### config.mk
export PLATFORM = sky130hd
export DESIGN_NAME = fgpd_div
export DESIGN_NICKNAME = d
export VERILOG_FILES = /design/src/design/fgpd_pkg.sv /design/src/design/fgpd_div.sv
export VERILOG_INCLUDE_DIRS = /design/src /design/src/design
export SDC_FILE = /design/constraint.sdc
export NUM_CORES = 1
export LEC_CHECK = 0
export ABC_AREA = 1
export BUFFER_PORTS_ARGS = -buffer_cell sky130_fd_sc_hd__buf_2
export CORE_MARGIN = 10
export CORE_UTILIZATION = 50
export CTS_CLUSTER_DIAMETER = 120
export DETAILED_ROUTE_END_ITERATION = 12
export PLACE_DENSITY = 0.68
export RECOVER_POWER = 25
export SLEW_MARGIN = 10
export SYNTH_ARGS = -nofsm -noshare
export SYNTH_HDL_FRONTEND = slang
export SYNTH_SLANG_ARGS = --single-unit
### constraint.sdc
create_clock -name clk -period 14.15 [get_ports clk]
set_input_delay 2.83 -clock clk [delete_from_list [all_inputs] [get_ports clk]]
set_output_delay 2.83 -clock clk [all_outputs]
set_load 0.03 [all_outputs]
### src/design/fuzzy_gain_pd_steering_top_defines.svh
// Assertion macros shared by the fuzzy gain PD steering RTL.
// No dependencies; included by the modules that carry assertions.
`ifndef FUZZY_GAIN_PD_STEERING_TOP_DEFINES_SVH
`define FUZZY_GAIN_PD_STEERING_TOP_DEFINES_SVH
`ifndef SYNTH
// Property holds on every clock edge outside reset
`define FGPD_ASSERT(lbl, clk, rst_n, prop, msg) \
    lbl: assert property (@(posedge clk) disable iff (!rst_n) (prop)) else $error(msg);
// Antecedent in one cycle implies the consequent in the next
`define FGPD_ASSERT_NEXT(lbl, clk, rst_n, pre, post, msg) \
    lbl: assert property (@(posedge clk) disable iff (!rst_n) (pre) |=> (post)) else $error(msg);
`else
`define FGPD_ASSERT(lbl, clk, rst_n, prop, msg)
`define FGPD_ASSERT_NEXT(lbl, clk, rst_n, pre, post, msg)
`endif
`endif

### src/design/fgpd_pkg.sv
// Package for the fuzzy gain PD steering block: widths, codes, rule table,
// register defaults and the structs passed between pipeline sections. No dependencies.
package fgpd_pkg;

    localparam int NUM_LEVELS = 5;
    localparam int ERR_W      = 16;
    localparam int BRK_W      = 15;
    localparam int KP_W       = 16;
    localparam int DIFF_W     = ERR_W + 1;
    localparam int SUM_W      = BRK_W + KP_W;     // num * gain, below den * 2^16
    localparam int DPROD_W    = 33;               // d_gain * (e - prev)
    localparam int KPROD_W    = 32;               // kp * e
    localparam int ACC_W      = 34;
    localparam int MAG_W      = 17;               // |acc| >> 16
    localparam int RECIP_W    = 18;
    localparam int PROD_W     = MAG_W + RECIP_W;
    localparam int RECIP_SHIFT = 21;
    localparam int QUO10_W    = PROD_W - RECIP_SHIFT;
    // ceil(2^21 / 10): exact floor(x / 10) for any x below 2^17
    localparam logic [RECIP_W-1:0] RECIP10 = 18'd209716;

    // Divider: quotient bits resolved per stage
    localparam int DIV_STEPS  = 4;
    localparam int DIV_STAGES = KP_W / DIV_STEPS;

    // Configuration port
    localparam int CFG_IDX_W  = 3;
    localparam int CFG_DATA_W = 16;
    localparam logic [CFG_IDX_W-1:0] CFG_ERR_INNER_BREAK = 3'd0;
    localparam logic [CFG_IDX_W-1:0] CFG_ERR_OUTER_BREAK = 3'd1;
    localparam logic [CFG_IDX_W-1:0] CFG_KP_INNER_LEVEL  = 3'd2;
    localparam logic [CFG_IDX_W-1:0] CFG_KP_OUTER_LEVEL  = 3'd3;
    localparam logic [CFG_IDX_W-1:0] CFG_D_GAIN          = 3'd4;
    localparam logic [CFG_IDX_W-1:0] CFG_CENTER_PWM      = 3'd5;

    localparam logic [BRK_W-1:0]        RST_ERR_INNER_BREAK = 15'd4096;
    localparam logic [BRK_W-1:0]        RST_ERR_OUTER_BREAK = 15'd6400;
    localparam logic [KP_W-1:0]         RST_KP_INNER_LEVEL  = 16'd1536;
    localparam logic [KP_W-1:0]         RST_KP_OUTER_LEVEL  = 16'd2765;
    localparam logic [KP_W-1:0]         RST_D_GAIN          = 16'd17920;
    localparam logic signed [ERR_W-1:0] RST_CENTER_PWM      = 16'sd0;

    // Gain levels
    typedef logic [2:0] level_t;
    localparam level_t LVL_NEG_OUTER = 3'd0;
    localparam level_t LVL_NEG_INNER = 3'd1;
    localparam level_t LVL_ZERO      = 3'd2;
    localparam level_t LVL_POS_INNER = 3'd3;
    localparam level_t LVL_POS_OUTER = 3'd4;
    localparam level_t LVL_NONE      = 3'd5;

    // Segment of the error axis; also indexes the rule column
    typedef logic [2:0] seg_t;
    localparam seg_t SEG_NEG_OUTER = 3'd0;   // below -inner
    localparam seg_t SEG_NEG_INNER = 3'd1;   // -inner .. 0
    localparam seg_t SEG_POS_INNER = 3'd2;   // 0 .. inner
    localparam seg_t SEG_POS_OUTER = 3'd3;   // inner .. outer
    localparam seg_t SEG_BEYOND    = 3'd4;   // at or above outer

    localparam level_t RULE_COL [NUM_LEVELS+1] = '{LVL_POS_OUTER, LVL_POS_INNER, LVL_ZERO,
                                                    LVL_NEG_INNER, LVL_NEG_OUTER, LVL_NONE};

    typedef struct packed {
        logic [BRK_W-1:0]        err_inner_break;
        logic [BRK_W-1:0]        err_outer_break;
        logic [KP_W-1:0]         kp_inner_level;
        logic [KP_W-1:0]         kp_outer_level;
        logic [KP_W-1:0]         d_gain;
        logic signed [ERR_W-1:0] center_pwm;
    } cfg_t;

    // Segment section -> divider
    typedef struct packed {
        logic [SUM_W-1:0]          sum;
        logic [BRK_W-1:0]          den;
        logic signed [ERR_W-1:0]   e;
        logic signed [DPROD_W-1:0] dprod;
    } quot_t;

    // Divider -> PD output section
    typedef struct packed {
        logic [KP_W-1:0]           kp;
        logic signed [ERR_W-1:0]   e;
        logic signed [DPROD_W-1:0] dprod;
    } gain_t;

    // Magnitude of a level's gain; the two levels of one segment share a sign
    function automatic logic [KP_W-1:0] level_gain(level_t lvl, logic [KP_W-1:0] ki,
                                                   logic [KP_W-1:0] ko);
        logic [KP_W-1:0] g;
        case (lvl)
            LVL_NEG_OUTER, LVL_POS_OUTER: g = ko;
            LVL_NEG_INNER, LVL_POS_INNER: g = ki;
            default:                      g = '0;
        endcase
        return g;
    endfunction

endpackage

### src/design/fgpd_div.sv
// Pipelined restoring divider for the fuzzy gain: four quotient bits per
// stage, side data carried along. Depends on fgpd_pkg and the defines header.
`include "fuzzy_gain_pd_steering_top_defines.svh"

module fgpd_div
    import fgpd_pkg::*;
(
    input  logic  clk,
    input  logic  rst_n,
    input  logic  in_valid,
    output logic  in_ready,
    input  quot_t in_data,
    output logic  out_valid,
    input  logic  out_ready,
    output gain_t out_data
);

    typedef struct packed {
        logic [BRK_W-1:0]          rem;
        logic [KP_W-1:0]           low;    // dividend bits still to bring down
        logic [KP_W-1:0]           q;
        logic [BRK_W-1:0]          den;
        logic signed [ERR_W-1:0]   e;
        logic signed [DPROD_W-1:0] dprod;
    } div_st_t;

    // One stage worth of restoring steps
    function automatic div_st_t div_step(div_st_t st);
        div_st_t          r;
        logic [BRK_W:0]   trial;
        r = st;
        for (int i = 0; i < DIV_STEPS; i++)
        begin
            trial = {r.rem, r.low[KP_W-1]};
            r.low = {r.low[KP_W-2:0], 1'b0};
            if (trial >= {1'b0, r.den})
            begin
                r.rem = BRK_W'(trial - {1'b0, r.den});
                r.q   = {r.q[KP_W-2:0], 1'b1};
            end
            else
            begin
                r.rem = trial[BRK_W-1:0];
                r.q   = {r.q[KP_W-2:0], 1'b0};
            end
        end
        return r;
    endfunction

    div_st_t                 init;
    div_st_t                 st_reg [DIV_STAGES];
    logic [DIV_STAGES-1:0]   v_reg;
    logic [DIV_STAGES:0]     rdy;

    // The quotient fits 16 bits, so the top dividend bits start as remainder
    always_comb
    begin
        init.rem   = in_data.sum[SUM_W-1:KP_W];
        init.low   = in_data.sum[KP_W-1:0];
        init.q     = '0;
        init.den   = in_data.den;
        init.e     = in_data.e;
        init.dprod = in_data.dprod;
    end

    assign rdy[DIV_STAGES] = out_ready;
    assign in_ready        = rdy[0];

    for (genvar s = 0; s < DIV_STAGES; s++)
    begin : g_stage
        div_st_t src;
        logic    src_v;
        div_st_t st_next;

        if (s == 0)
        begin : g_first
            assign src   = init;
            assign src_v = in_valid;
        end
        else
        begin : g_rest
            assign src   = st_reg[s-1];
            assign src_v = v_reg[s-1];
        end

        assign rdy[s]  = !v_reg[s] || rdy[s+1];
        assign st_next = div_step(src);

        always_ff @(posedge clk or negedge rst_n)
        begin
            if (!rst_n)
                v_reg[s] <= 1'b0;
            else if (rdy[s])
                v_reg[s] <= src_v;
        end

        always_ff @(posedge clk)
        begin
            if (rdy[s])
                st_reg[s] <= st_next;
        end
    end

    assign out_valid      = v_reg[DIV_STAGES-1];
    assign out_data.kp    = st_reg[DIV_STAGES-1].q;
    assign out_data.e     = st_reg[DIV_STAGES-1].e;
    assign out_data.dprod = st_reg[DIV_STAGES-1].dprod;

    `FGPD_ASSERT(a_den_nonzero, clk, rst_n, !in_valid || (in_data.den != '0), "zero divisor entering divider")
    `FGPD_ASSERT(a_quot_fits, clk, rst_n, !(in_valid && in_ready) || (in_data.sum[SUM_W-1:KP_W] < in_data.den), "quotient would exceed 16 bits")
    `FGPD_ASSERT(a_rem_below_den, clk, rst_n, !v_reg[DIV_STAGES-1] || (st_reg[DIV_STAGES-1].rem < st_reg[DIV_STAGES-1].den), "final remainder not below divisor")

endmodule

# [Yosys cells after proc, flatten, opt, wreduce, memory -nomap -nowiden]
# Memory sizes are Yosys's and may differ from the RTL's.
# Cells that the tools add are included.
[classes] reduce_logical=8 add_sub_neg=16 mux=40 magnitude_cmp=16
[ops] operator="16-bit by 15-bit greater-or-equal comparator with 1-bit output" n=16
[ops] operator="15-bit 2-to-1 mux" n=16
[ops] operator="15-bit subtractor" n=16
[ops] operator="1-bit 2-to-1 mux" n=24
[ops] operator="1-bit zero test" n=4
[ops] operator="1-bit logical OR" n=4
[totals] ff_bits=4 out_inout_bits=67 ram_bits=428 in_bits=99 memories=1 wordCells=85
[memory_table] name="st_reg" words=4 word_bits=107 rd=4 rd_ports_with_merged_regs=0 wr=4 line_no="fgpd_div.sv:51" source="div_st_t st_reg [DIV_STAGES];"

# [Longest topological paths before layout]
# An unclocked memory read counts as a cell.
[logic_depth] word_depth=9 ltp_mapped=64 depth_no_buf=60

# [Worst setup path after synthesis]
# Ideal clock, no wire load.
[synth_path] kind="input -> output" start="input port out_ready" end="output port in_ready" required_ns=11.320 arrival_time_ns=8.664 path_slack_ns=2.656 stages=6 path_buffers=0 cell_sequence="nor2_1 inv_1 nor2_1 inv_1 nor2_1 nand2_1"
[synth_via] elab_chain_cells=4
[synth_rtl] item="from (decl)" line_no="fgpd_div.sv:14" source="input logic out_ready,"
[synth_rtl] item="1-bit logical OR" line_no="fgpd_div.sv:86" source="assign rdy[s] = !v_reg[s] || rdy[s+1];"
[synth_rtl] item="named net rdy[3]" line_no="fgpd_div.sv:53" source="logic [DIV_STAGES:0] rdy;"
[synth_rtl] item="1-bit logical OR" line_no="fgpd_div.sv:86"
[synth_rtl] item="named net rdy[2]" line_no="fgpd_div.sv:53"
[synth_rtl] item="1-bit logical OR (2 in series)" line_no="fgpd_div.sv:86"
[synth_rtl] item="to (decl)" line_no="fgpd_div.sv:11" source="output logic in_ready,"
# The timed path passes the listed nets, and every way through them passes these cells.

==> out/qor.txt <==
die footprint -> 57900 um2
Worst setup startpoint -> in_data[49]
Mapped Area -> 24300 um2
# IOs -> 166
mean post-synth cell area -> 8.90 um2
Avg WL per Cell -> 18.1 um
clock-pin slew on the worst setup and hold paths -> 0.06 ns
main combinational cell family by area after synthesis -> simple AND/OR/NAND/NOR gates
Crit path arrival time -> 12.38 ns
Final Hold Fails -> 0
Synth Area in Adders -> 13.6%
Placeable Area -> 47900 um2
via/cell ratio -> 5.51
Synth Register Bits -> 354
post-synthesis simple-gate area fraction -> 18.7%
global-route wire length before repair -> 99.3 mm
setup ws final -> 2.19 ns
final setup TNS -> 0 ns
DRC viols -> 0
Crit-path slowest cell -> nor2_2
global routing usage on met1 -> 30.3%
CTS Buffer Depth -> 3
H-tree levels -> 2
CP most frequent cell -> nand2_1
Routed WL -> 64.2 mm
TritonCTS Sinks -> 354
total grt overflow -> 0
crit path kind -> input port to flip-flop
largest area contributor in the netlist -> edfxtp_1
hold-fix buffers at CTS -> 0
YS warnings -> 0
Crit. End Element -> flip-flop
status -> finished clean
vias in the first global route -> 18100
startpoint type of the worst setup path -> input port
Synth Area in Compound Gates -> 12.5%
Worst R2R Start -> st_reg[1][50]
Hold Crit Start -> st_reg[2][72]
busiest grt layer -> met2
Pre-antenna DRT Iters -> 6
post-synthesis net count -> 3089
Layout area overhead -> 11.4%
most common cell in the netlist -> nand2_1
Die H -> 241 um
EDFF count, synth -> 350
die width -> 241 um
share of cells above drive strength 1 -> 10.3%
Cell variety after synth -> 55
maxcap violations -> 0
placed wire-length estimate -> 50.5 mm
Starting Density -> 50.7%
period utilization -> 84.5%
GP Congestion -> 0.952
Post-Synthesis Cells -> 2735
hold crit path type -> flip-flop to flip-flop
critical path peak fanout -> 21
XOR/XNOR Fraction of Synth Area -> 5.98%
Worst Skew -> 0.0366 ns
CTS tree -> yes
Worst-Skew Late Latency -> 0.58 ns
sequential area share after synthesis -> 43.6%
Top FF cell, synth -> edfxtp_1
vias -> 19600
post-synthesis async set-or-reset flop share -> 1.13%
GRT Util Overall -> 21.9%
unrepaired setup endpoints after global routing -> no
TritonCTS buffer count -> 40
CP required -> 14.57 ns
largest net degree at the start of global routing -> 69
CP max stage delay -> 0.63 ns
initial antenna violation count -> 3
DP Worst Slack -> 1.77 ns
ANT nets after route -> 0
Area contributors post-synth -> edfxtp_1 (43%), ha_1 (12%), nand2_1 (11%)
Setup Buffers After CTS -> 0
Final min period -> 11.96 ns
most common library cells after synthesis -> nand2_1 (730), edfxtp_1 (350), inv_1 (296)
mux cell area share after synthesis -> 0%
max_slew headroom -> 36.3%
Port Buffer Count -> 165
root buffer cell -> clkbuf_16
fin. max-slew vios -> 0
Max Freq -> 83.6 MHz
# nets final -> 3263
Resized cells post-CTS -> 0
Setup-failing EPs final -> 0
max reg flops -> 350
GR Util met2 -> 35.4%
Least-Margin Pin Slew -> 0.956 ns
FP Rows -> 80
GR Util met3 -> 2.57%
1st-iter DRT viols -> 1614
post-synth top area share -> 43.2%
-- critical path: cells and delay by family --
| kind | cells | cell delay, ns |
|---|---|---|
| and+or+nand+nor | 22 | 3.57 |
| AOI/OAI and AO/OA | 14 | 2.60 |
| adders and majority gates | 5 | 1.68 |
| buffers and inverters | 7 | 1.65 |
-- through the flow --
stage                     instances  hold WS, ns  cell area [um2]  util (%)
after CTS                      3554        0.373            27100      56.5
after detailed placement       3482        0.405            25700      53.7
final                          3557        0.382            27100      56.5
after global placement         3482        0.400            25700      53.7
after global routing           3557        0.385            27100      56.5
after floorplan                2735        0.400            24300         -
-- metal layers --
metal / part of all wire, % / up-vias
met3: 5.6 / 102
met1: 46 / 9115
met5: 0 / -
met2: 46 / 614
li1: - / 9758
met4: 2.7 / 0
-- layout by cell type, fill, tap and decap left out, types with 6 or more instances in the layout --
cell and n:
edfxtp_1 350, fa_1 15, nor3_1 25, o21ai_1 41
nand4_1 27, o31ai_1 6, o2111ai_1 9, o21bai_1 12
a21o_1 22, or2_2 16, inv_1 293, xnor2_1 80
a31oi_1 8, nand3b_1 12, xor2_1 86, nor2_1 127
nand3_1 87, a21oi_1 221, nand3_2 9, clkbuf_1 8
nand2_2 7, o211ai_1 6, o21ai_2 10, nand2_1 729
buf_2 165, nor4_1 6, nor2_4 6, inv_2 7
o21ai_0 186, clkbuf_16 40, ha_1 240, a211oi_1 6
-- layout make-up --
class	count	area, um2
multi-input combinational	2040	12300
antenna	3	7.51
timing repair buffer	169	856
clock buffer	52	1090
inverter	304	1150
clock inverter	20	282
sequential	354	10600
fill	4243	20800
tap	615	769
-- cells by family (layout without fill, tap and decap cells) --
| kind of cell | count (synthesis) | in the layout |
|---|---|---|
| xor gates and xnor gates | 166 | 166 |
| other | 0 | 3 |
| adders and majority gates | 255 | 255 |
| and+or+nand+nor | 1070 | 1070 |
| DFF | 354 | 354 |
| AOI/OAI and AO/OA | 549 | 549 |
| buffers and inverters | 341 | 545 |
-- final timing paths --
path                       slack [ns]  cells past startpoint                to
max                              2.19                     48     st_reg[0][95]
min                              0.38                      0     st_reg[3][76]
max reg2reg                      4.29                     45     st_reg[2][92]
min reg2reg                      0.38                      0     st_reg[3][76]
max in group asynchronous       11.97                      1  g_stage[1].src_v
min in group asynchronous        2.05                      1  g_stage[2].src_v
Power is left out: the tool's default activity adds up to more than one toggle a clock period on the data nets, which glitch-free logic cannot reach.
