### config.mk
export PLATFORM = sky130hd
export DESIGN_NAME = fgpd_pd_out
export DESIGN_NICKNAME = d
export VERILOG_FILES = /design/src/design/fuzzy_gain_pd_steering_top_defines.svh /design/src/design/fgpd_pkg.sv /design/src/design/fgpd_pd_out.sv
export SDC_FILE = /design/constraint.sdc
export NUM_CORES = 1
export LEC_CHECK = 0
export BUFFER_PORTS_ARGS = -buffer_cell sky130_fd_sc_hd__buf_2
export CELL_PAD_IN_SITES_DETAIL_PLACEMENT = 1
export CELL_PAD_IN_SITES_GLOBAL_PLACEMENT = 1
export CORE_MARGIN = 3
export CORE_UTILIZATION = 55
export DETAILED_ROUTE_END_ITERATION = 12
export MAX_ROUTING_LAYER = met4
export PLACE_DENSITY_LB_ADDON = 0.1
export SYNTH_ARGS = -nofsm -noshare
export SYNTH_HDL_FRONTEND = slang
export SYNTH_SLANG_ARGS = --single-unit
### constraint.sdc
create_clock -name clk -period 16 [get_ports clk]
set_input_delay 0.8 -clock clk [delete_from_list [all_inputs] [get_ports clk]]
set_output_delay 0.8 -clock clk [all_outputs]
set_load 0.01 [all_outputs]
### src/design/fuzzy_gain_pd_steering_top_defines.svh
// Assertion macros shared by the fuzzy gain PD steering RTL.
// No dependencies; included by the modules that carry assertions.
`ifndef FUZZY_GAIN_PD_STEERING_TOP_DEFINES_SVH
`define FUZZY_GAIN_PD_STEERING_TOP_DEFINES_SVH
`ifndef SYNTH
// Property holds on every clock edge outside reset
`define FGPD_ASSERT(lbl, clk, rst_n, prop, msg) \
    lbl: assert property (@(posedge clk) disable iff (!rst_n) (prop)) else $error(msg);
// Antecedent in one cycle implies the consequent in the next
`define FGPD_ASSERT_NEXT(lbl, clk, rst_n, pre, post, msg) \
    lbl: assert property (@(posedge clk) disable iff (!rst_n) (pre) |=> (post)) else $error(msg);
`else
`define FGPD_ASSERT(lbl, clk, rst_n, prop, msg)
`define FGPD_ASSERT_NEXT(lbl, clk, rst_n, pre, post, msg)
`endif
`endif

### src/design/fgpd_pkg.sv
// Package for the fuzzy gain PD steering block: widths, codes, rule table,
// register defaults and the structs passed between pipeline sections. No dependencies.
package fgpd_pkg;

    localparam int NUM_LEVELS = 5;
    localparam int ERR_W      = 16;
    localparam int BRK_W      = 15;
    localparam int KP_W       = 16;
    localparam int DIFF_W     = ERR_W + 1;
    localparam int SUM_W      = BRK_W + KP_W;     // num * gain, below den * 2^16
    localparam int DPROD_W    = 33;               // d_gain * (e - prev)
    localparam int KPROD_W    = 32;               // kp * e
    localparam int ACC_W      = 34;
    localparam int MAG_W      = 17;               // |acc| >> 16
    localparam int RECIP_W    = 18;
    localparam int PROD_W     = MAG_W + RECIP_W;
    localparam int RECIP_SHIFT = 21;
    localparam int QUO10_W    = PROD_W - RECIP_SHIFT;
    // ceil(2^21 / 10): exact floor(x / 10) for any x below 2^17
    localparam logic [RECIP_W-1:0] RECIP10 = 18'd209716;

    // Divider: quotient bits resolved per stage
    localparam int DIV_STEPS  = 4;
    localparam int DIV_STAGES = KP_W / DIV_STEPS;

    // Configuration port
    localparam int CFG_IDX_W  = 3;
    localparam int CFG_DATA_W = 16;
    localparam logic [CFG_IDX_W-1:0] CFG_ERR_INNER_BREAK = 3'd0;
    localparam logic [CFG_IDX_W-1:0] CFG_ERR_OUTER_BREAK = 3'd1;
    localparam logic [CFG_IDX_W-1:0] CFG_KP_INNER_LEVEL  = 3'd2;
    localparam logic [CFG_IDX_W-1:0] CFG_KP_OUTER_LEVEL  = 3'd3;
    localparam logic [CFG_IDX_W-1:0] CFG_D_GAIN          = 3'd4;
    localparam logic [CFG_IDX_W-1:0] CFG_CENTER_PWM      = 3'd5;

    localparam logic [BRK_W-1:0]        RST_ERR_INNER_BREAK = 15'd4096;
    localparam logic [BRK_W-1:0]        RST_ERR_OUTER_BREAK = 15'd6400;
    localparam logic [KP_W-1:0]         RST_KP_INNER_LEVEL  = 16'd1536;
    localparam logic [KP_W-1:0]         RST_KP_OUTER_LEVEL  = 16'd2765;
    localparam logic [KP_W-1:0]         RST_D_GAIN          = 16'd17920;
    localparam logic signed [ERR_W-1:0] RST_CENTER_PWM      = 16'sd0;

    // Gain levels
    typedef logic [2:0] level_t;
    localparam level_t LVL_NEG_OUTER = 3'd0;
    localparam level_t LVL_NEG_INNER = 3'd1;
    localparam level_t LVL_ZERO      = 3'd2;
    localparam level_t LVL_POS_INNER = 3'd3;
    localparam level_t LVL_POS_OUTER = 3'd4;
    localparam level_t LVL_NONE      = 3'd5;

    // Segment of the error axis; also indexes the rule column
    typedef logic [2:0] seg_t;
    localparam seg_t SEG_NEG_OUTER = 3'd0;   // below -inner
    localparam seg_t SEG_NEG_INNER = 3'd1;   // -inner .. 0
    localparam seg_t SEG_POS_INNER = 3'd2;   // 0 .. inner
    localparam seg_t SEG_POS_OUTER = 3'd3;   // inner .. outer
    localparam seg_t SEG_BEYOND    = 3'd4;   // at or above outer

    localparam level_t RULE_COL [NUM_LEVELS+1] = '{LVL_POS_OUTER, LVL_POS_INNER, LVL_ZERO,
                                                    LVL_NEG_INNER, LVL_NEG_OUTER, LVL_NONE};

    typedef struct packed {
        logic [BRK_W-1:0]        err_inner_break;
        logic [BRK_W-1:0]        err_outer_break;
        logic [KP_W-1:0]         kp_inner_level;
        logic [KP_W-1:0]         kp_outer_level;
        logic [KP_W-1:0]         d_gain;
        logic signed [ERR_W-1:0] center_pwm;
    } cfg_t;

    // Segment section -> divider
    typedef struct packed {
        logic [SUM_W-1:0]          sum;
        logic [BRK_W-1:0]          den;
        logic signed [ERR_W-1:0]   e;
        logic signed [DPROD_W-1:0] dprod;
    } quot_t;

    // Divider -> PD output section
    typedef struct packed {
        logic [KP_W-1:0]           kp;
        logic signed [ERR_W-1:0]   e;
        logic signed [DPROD_W-1:0] dprod;
    } gain_t;

    // Magnitude of a level's gain; the two levels of one segment share a sign
    function automatic logic [KP_W-1:0] level_gain(level_t lvl, logic [KP_W-1:0] ki,
                                                   logic [KP_W-1:0] ko);
        logic [KP_W-1:0] g;
        case (lvl)
            LVL_NEG_OUTER, LVL_POS_OUTER: g = ko;
            LVL_NEG_INNER, LVL_POS_INNER: g = ki;
            default:                      g = '0;
        endcase
        return g;
    endfunction

endpackage

### src/design/fgpd_pd_out.sv
// PD output section: kp*e product, PD sum, scaling by 1/(2^16 * 10) with
// truncation toward zero, center offset and int16 saturation. Depends on fgpd_pkg.
module fgpd_pd_out
    import fgpd_pkg::*;
(
    input  logic                    clk,
    input  logic                    rst_n,
    input  logic signed [ERR_W-1:0] center_pwm,
    input  logic                    in_valid,
    output logic                    in_ready,
    input  gain_t                   in_data,
    output logic                    out_valid,
    input  logic                    out_ready,
    output logic signed [ERR_W-1:0] steer_pwm,
    output logic [KP_W-1:0]         kp_used
);

    typedef struct packed {
        logic signed [KPROD_W-1:0] kprod;
        logic signed [DPROD_W-1:0] dprod;
        logic [KP_W-1:0]           kp;
    } pd_a_t;

    typedef struct packed {
        logic signed [ACC_W-1:0] acc;
        logic [KP_W-1:0]         kp;
    } pd_b_t;

    typedef struct packed {
        logic [PROD_W-1:0] prod;
        logic              neg;
        logic [KP_W-1:0]   kp;
    } pd_c_t;

    localparam logic signed [DIFF_W-1:0] PWM_MAX = 17'sd32767;
    localparam logic signed [DIFF_W-1:0] PWM_MIN = -17'sd32768;

    logic [3:0] v_reg;
    logic [4:0] rdy;

    pd_a_t a_next, a_reg;
    pd_b_t b_next, b_reg;
    pd_c_t c_next, c_reg;

    logic signed [ERR_W-1:0] steer_next, steer_reg;
    logic [KP_W-1:0]         kp_next, kp_reg;

    logic signed [KP_W:0]      kp_s;
    logic signed [KPROD_W:0]   kprod_full;
    logic [ACC_W-1:0]          mag;
    logic [MAG_W-1:0]          scaled;
    logic [QUO10_W-1:0]        q10;
    logic signed [DIFF_W-1:0]  q_s, drive;

    assign rdy[4]    = out_ready;
    assign rdy[3]    = !v_reg[3] || rdy[4];
    assign rdy[2]    = !v_reg[2] || rdy[3];
    assign rdy[1]    = !v_reg[1] || rdy[2];
    assign rdy[0]    = !v_reg[0] || rdy[1];
    assign in_ready  = rdy[0];
    assign out_valid = v_reg[3];
    assign steer_pwm = steer_reg;
    assign kp_used   = kp_reg;

    // Stage 1: proportional product
    always_comb
    begin
        kp_s          = $signed({1'b0, in_data.kp});
        kprod_full    = kp_s * in_data.e;
        a_next.kprod  = kprod_full[KPROD_W-1:0];
        a_next.dprod  = in_data.dprod;
        a_next.kp     = in_data.kp;
    end

    // Stage 2: PD sum in Q16.16
    always_comb
    begin
        b_next.acc = {{(ACC_W-KPROD_W){a_reg.kprod[KPROD_W-1]}}, a_reg.kprod}
                   + {{(ACC_W-DPROD_W){a_reg.dprod[DPROD_W-1]}}, a_reg.dprod};
        b_next.kp  = a_reg.kp;
    end

    // Stage 3: magnitude, drop fraction, multiply by reciprocal of ten
    always_comb
    begin
        mag         = b_reg.acc[ACC_W-1] ? ACC_W'(-b_reg.acc) : b_reg.acc;
        scaled      = mag[KP_W+MAG_W-1:KP_W];
        c_next.prod = PROD_W'(scaled) * PROD_W'(RECIP10);
        c_next.neg  = b_reg.acc[ACC_W-1];
        c_next.kp   = b_reg.kp;
    end

    // Stage 4: restore sign, add center, saturate
    always_comb
    begin
        q10   = c_reg.prod[PROD_W-1:RECIP_SHIFT];
        q_s   = c_reg.neg ? -$signed(DIFF_W'(q10)) : $signed(DIFF_W'(q10));
        drive = {center_pwm[ERR_W-1], center_pwm} + q_s;
        if (drive > PWM_MAX)
            steer_next = PWM_MAX[ERR_W-1:0];
        else if (drive < PWM_MIN)
            steer_next = PWM_MIN[ERR_W-1:0];
        else
            steer_next = drive[ERR_W-1:0];
        kp_next = c_reg.kp;
    end

    always_ff @(posedge clk or negedge rst_n)
    begin
        if (!rst_n)
        begin
            v_reg <= '0;
        end
        else
        begin
            if (rdy[0])
                v_reg[0] <= in_valid;
            if (rdy[1])
                v_reg[1] <= v_reg[0];
            if (rdy[2])
                v_reg[2] <= v_reg[1];
            if (rdy[3])
                v_reg[3] <= v_reg[2];
        end
    end

    always_ff @(posedge clk)
    begin
        if (rdy[0])
            a_reg <= a_next;
        if (rdy[1])
            b_reg <= b_next;
        if (rdy[2])
            c_reg <= c_next;
        if (rdy[3])
        begin
            steer_reg <= steer_next;
            kp_reg    <= kp_next;
        end
    end

endmodule

==> Word level (Yosys, flattened, before mapping) <==
Index checks and enable logic that the tools add are counted.
{ "word_totals": {"register_bits": 217, "wordCells": 33} }
{ "classes": {"addsub": 4, "mul": 2, "order_cmp": 2, "n_mux": 3, "reduce_logical": 8} }
{ "op_table": {"columns": ["op", "n"], "rows": [
  ["$add A32 B33 Y34", 1],
  ["$mul A17 B16 Y33 const B", 1],
  ["$mux W33", 1],
  ["$neg A33 Y33", 1],
  ["$mul A17 B16 Y32", 1],
  ["$add A17 B17 Y17", 1],
  ["$gt A17 B16 Y1 const B", 1],
  ["$lt A17 B16 Y1 const B", 1],
  ["$mux W17", 1],
  ["$neg A14 Y17", 1],
  ["$mux W16", 1],
  ["$logic_not A1 Y1", 4],
  ["$logic_or A1 B1 Y1", 4]
]} }

==> Logic depth before layout (Yosys ltp) <==
{ "depth": {"word_depth": 5, "depth_mapped": 29, "ltp_nobuf": 29} }

==> Worst setup path after synthesis <==
No wires, ideal clock.
{ "synth_path": {"kind": "reg2reg", "start": "register b_reg[22] (netlist name)", "end": "register c_reg[47] (netlist name), data pin", "arrival_ns": 7.844, "required_time_ns": 15.742, "setup_slack_ns": 7.898, "stages_incl_launch_ff": 29, "synth_period_minus_slack_ns": 8.102, "cell_sequence": "edfxtp_1 nor4_1 nand4_1 or4_4 or4_4 or4_4 or3_4 o41ai_4 xnor2_1 ha_1 ha_1 inv_1 fa_1 inv_1 fa_1 fa_1 inv_1 fa_1 inv_1 ha_1 a21o_1 a21o_1 a21oi_1 a311oi_1 o22ai_1 o31ai_1 or4_1 and2_1 xor2_1"} }
{ "synth_rtl": {"columns": ["element", "line", "text"], "rows": [
  ["start: declaration", "fgpd_pd_out.sv:42", "pd_b_t b_next, b_reg;"],
  ["start signal: assignment", "fgpd_pd_out.sv:132", "b_reg <= b_next;"],
  ["end signal: assignment", "fgpd_pd_out.sv:134", "c_reg <= c_next;"],
  ["end: declaration", "fgpd_pd_out.sv:43", "pd_c_t c_next, c_reg;"]
]} }

==> impl_metrics.csv <==
group,metric,value,unit
setup_path,crit_buf_inv,4,
drt,drt_iter0_drc,753,
die,initial_utilization,56.4,%
clocking,hold_buffers,0,
sta,fmax,0.112,GHz
drt,dr.pass1.iters,5,
run_status,status,"finished, final reports clean",
sta,tightest_slew,1230,ps
clocking,cts_tree,"done",
logic_synthesis,ys_types,55,
clocking,clock_latency,460,ps
sta,drv_slew,0,
placement,gp_congestion,0.907,
clocking,clkTransAtPathRegs,80,ps
drt,totalWireLength,58100,microns
logic_synthesis,syn_nets,2741,
logic_synthesis,syn-cell-area,22000,sq um
placement,place_hpwl,46900,microns
clocking,post_cts_resized,0,
logic_synthesis,synthArstFlopShare,2.02,%
setup_path,cpMaxStageDelayCell,"fa_1",
drt,via_per_inst,5.61,
clocking,clock_path_buffers,2,
setup_path,crit_fanout,5,
logic_synthesis,seq_area_frac_synth,26.9,%
layout,layout-drive-gt1-share,7.72,%
logic_synthesis,netlist_instances,2073,
sta,slew-limit-headroom,18.2,%
placement,numPortBuffers,118,
clocking,cts_root_buffer,"clkbuf_16",
clocking,postCtsSetupBuffers,0,
logic_synthesis,synth.top_cell.area_share,26.4,%
grt,antenna_found_initial,0,
die,die_h,206,microns
grt,grt_max_degree,62,
logic_synthesis,synth_edf_count,194,
clocking,htreeDepth,4,
setup_path,cp.required,16220,ps
clocking,clock-sinks,198,
logic_synthesis,avgSynthCellArea,10.6,sq um
grt,grt-ovfl-total,0,
clocking,cts_buffers,17,
logic_synthesis,synth.largest_area_cell,"edfxtp_1",
sta,finalSetupTns,0,ps
setup_path,worstSetupEndpointType,"flop",
layout,layout_commonest_cell,"inv_1",
drt,vias,15200,
setup_path,crit_path_start_kind,"flop",
sta,fin_skew,15.6,ps
sta,period_needed,8950,ps
drt,ant_nets,0,
layout,diodes,0,
sta,setup_viol,0,
logic_synthesis,synth_area_leaders,"edfxtp_1, fa_1, ha_1, inv_1, xnor2_1",
job,cap_violations,0,
drt,drc,0,
sta,hold_slack,140,ps
logic_synthesis,yosysWarningCount,0,
drt,routedWlPerCell,21.5,microns
sta,finalHoldViolCount,0,
logic_synthesis,ys_ff_latch,198,
die,rows,72,
setup_path,path_delay_family,"simple AND/OR/NAND/NOR gates",
die,io_pins,119,
layout,area.growth.synth_to_final,7.94,%
die,coreArea,39100,sq um
layout,largest_reg_flops,81,
setup_path,worstPathArrival,9170,ps
setup_path,worstSetupPathType,"reg -> reg",
grt,grtUsageTotal,29.3,%
layout,layout_common_cells,"inv_1, ha_1, fa_1",
layout,layout.nets,2844,
sta,fin_crit_sh,55.9,%
min_path,hold_path_class,"in -> async",
die,dieArea,42500,sq um
grt,first_global_vias,17200,
sta,rsz0062_at_grt,"no",
setup_path,critPathMaxStageDelay,550,ps
logic_synthesis,synth_flop_cell,"edfxtp_1",
grt,grt_pass1_wl,92000,microns
die,fp.dieW,206,microns
cell families (layout without fill, tap and decap cells):
kind of cell / count (synthesis) / count (layout) / share of synthesized area (%)
AND/OR/NAND/NOR: 456 / 456 / 10.2
adder cells (fa/ha/maj): 583 / 583 / 42.7
flip-flops: 198 / 198 / 26.9
buffers and inverters: 475 / 591 / 8.09
AO/OA/AOI/OAI: 239 / 239 / 7.19
XOR/XNOR: 122 / 122 / 4.85
Yosys cell counts, drive strengths merged, types with 13 or more instances:
| master | number |
|---|---|
| inv | 436 |
| ha | 300 |
| fa | 283 |
| edfxtp | 194 |
| nand2 | 191 |
| and2 | 102 |
| xnor2 | 90 |
| a21oi | 64 |
| nor2 | 53 |
| a21o | 45 |
| o21ai | 43 |
| clkbuf | 39 |
| xor2 | 32 |
| nand2b | 27 |
| nand3 | 14 |
| o21a | 14 |
| o31ai | 13 |
final cells by class:
cell class,instances,area (sq um)
clock inverters,15,190
fillers,4240,15300
repair buffers,123,628
flip-flops and latches,198,5930
clock buffers,17,425
multi-input cells,1400,14300
well taps,518,648
inverters,436,1640
path summary, 6_finish.rpt:
kind                       cells after the start  slack, ps          to        from
setup reg to reg                              28       7050   c_reg[47]   b_reg[26]
hold reg to reg                                0        420  kp_used[8]  kp_next[8]
hold / removal                                 1        140    v_reg[1]       rst_n
min in group clk                               0        420  kp_used[8]  kp_next[8]
setup / recovery                              28       7050   c_reg[47]   b_reg[26]
max in group asynchronous                      1      15740    v_reg[3]       rst_n
per-stage QoR:
step / cells / util, % / worst slack [ps] / instance area (sq um)
global route: 2707 / 60.8 / 6540 / 23800
finish: 2707 / 60.8 / 7050 / 23800
CTS: 2707 / 60.8 / 6980 / 23800
floorplan: 2073 / - / 7900 / 22000
global placement: 2675 / 59.3 / 7230 / 23200
detailed placement: 2675 / 59.3 / 7020 / 23200
per-layer routing:
metal	GRT usage [%]	vias up	share of wire [%]
met5	-	-	0
met4	9.28	0	2.9
met3	3.26	105	3.8
met2	53.0	364	54
met1	34.4	7813	39
li1	-	6912	-
Power is not shown: default switching activity piles up to over one toggle a cycle in this logic, so the estimate is an artifact.
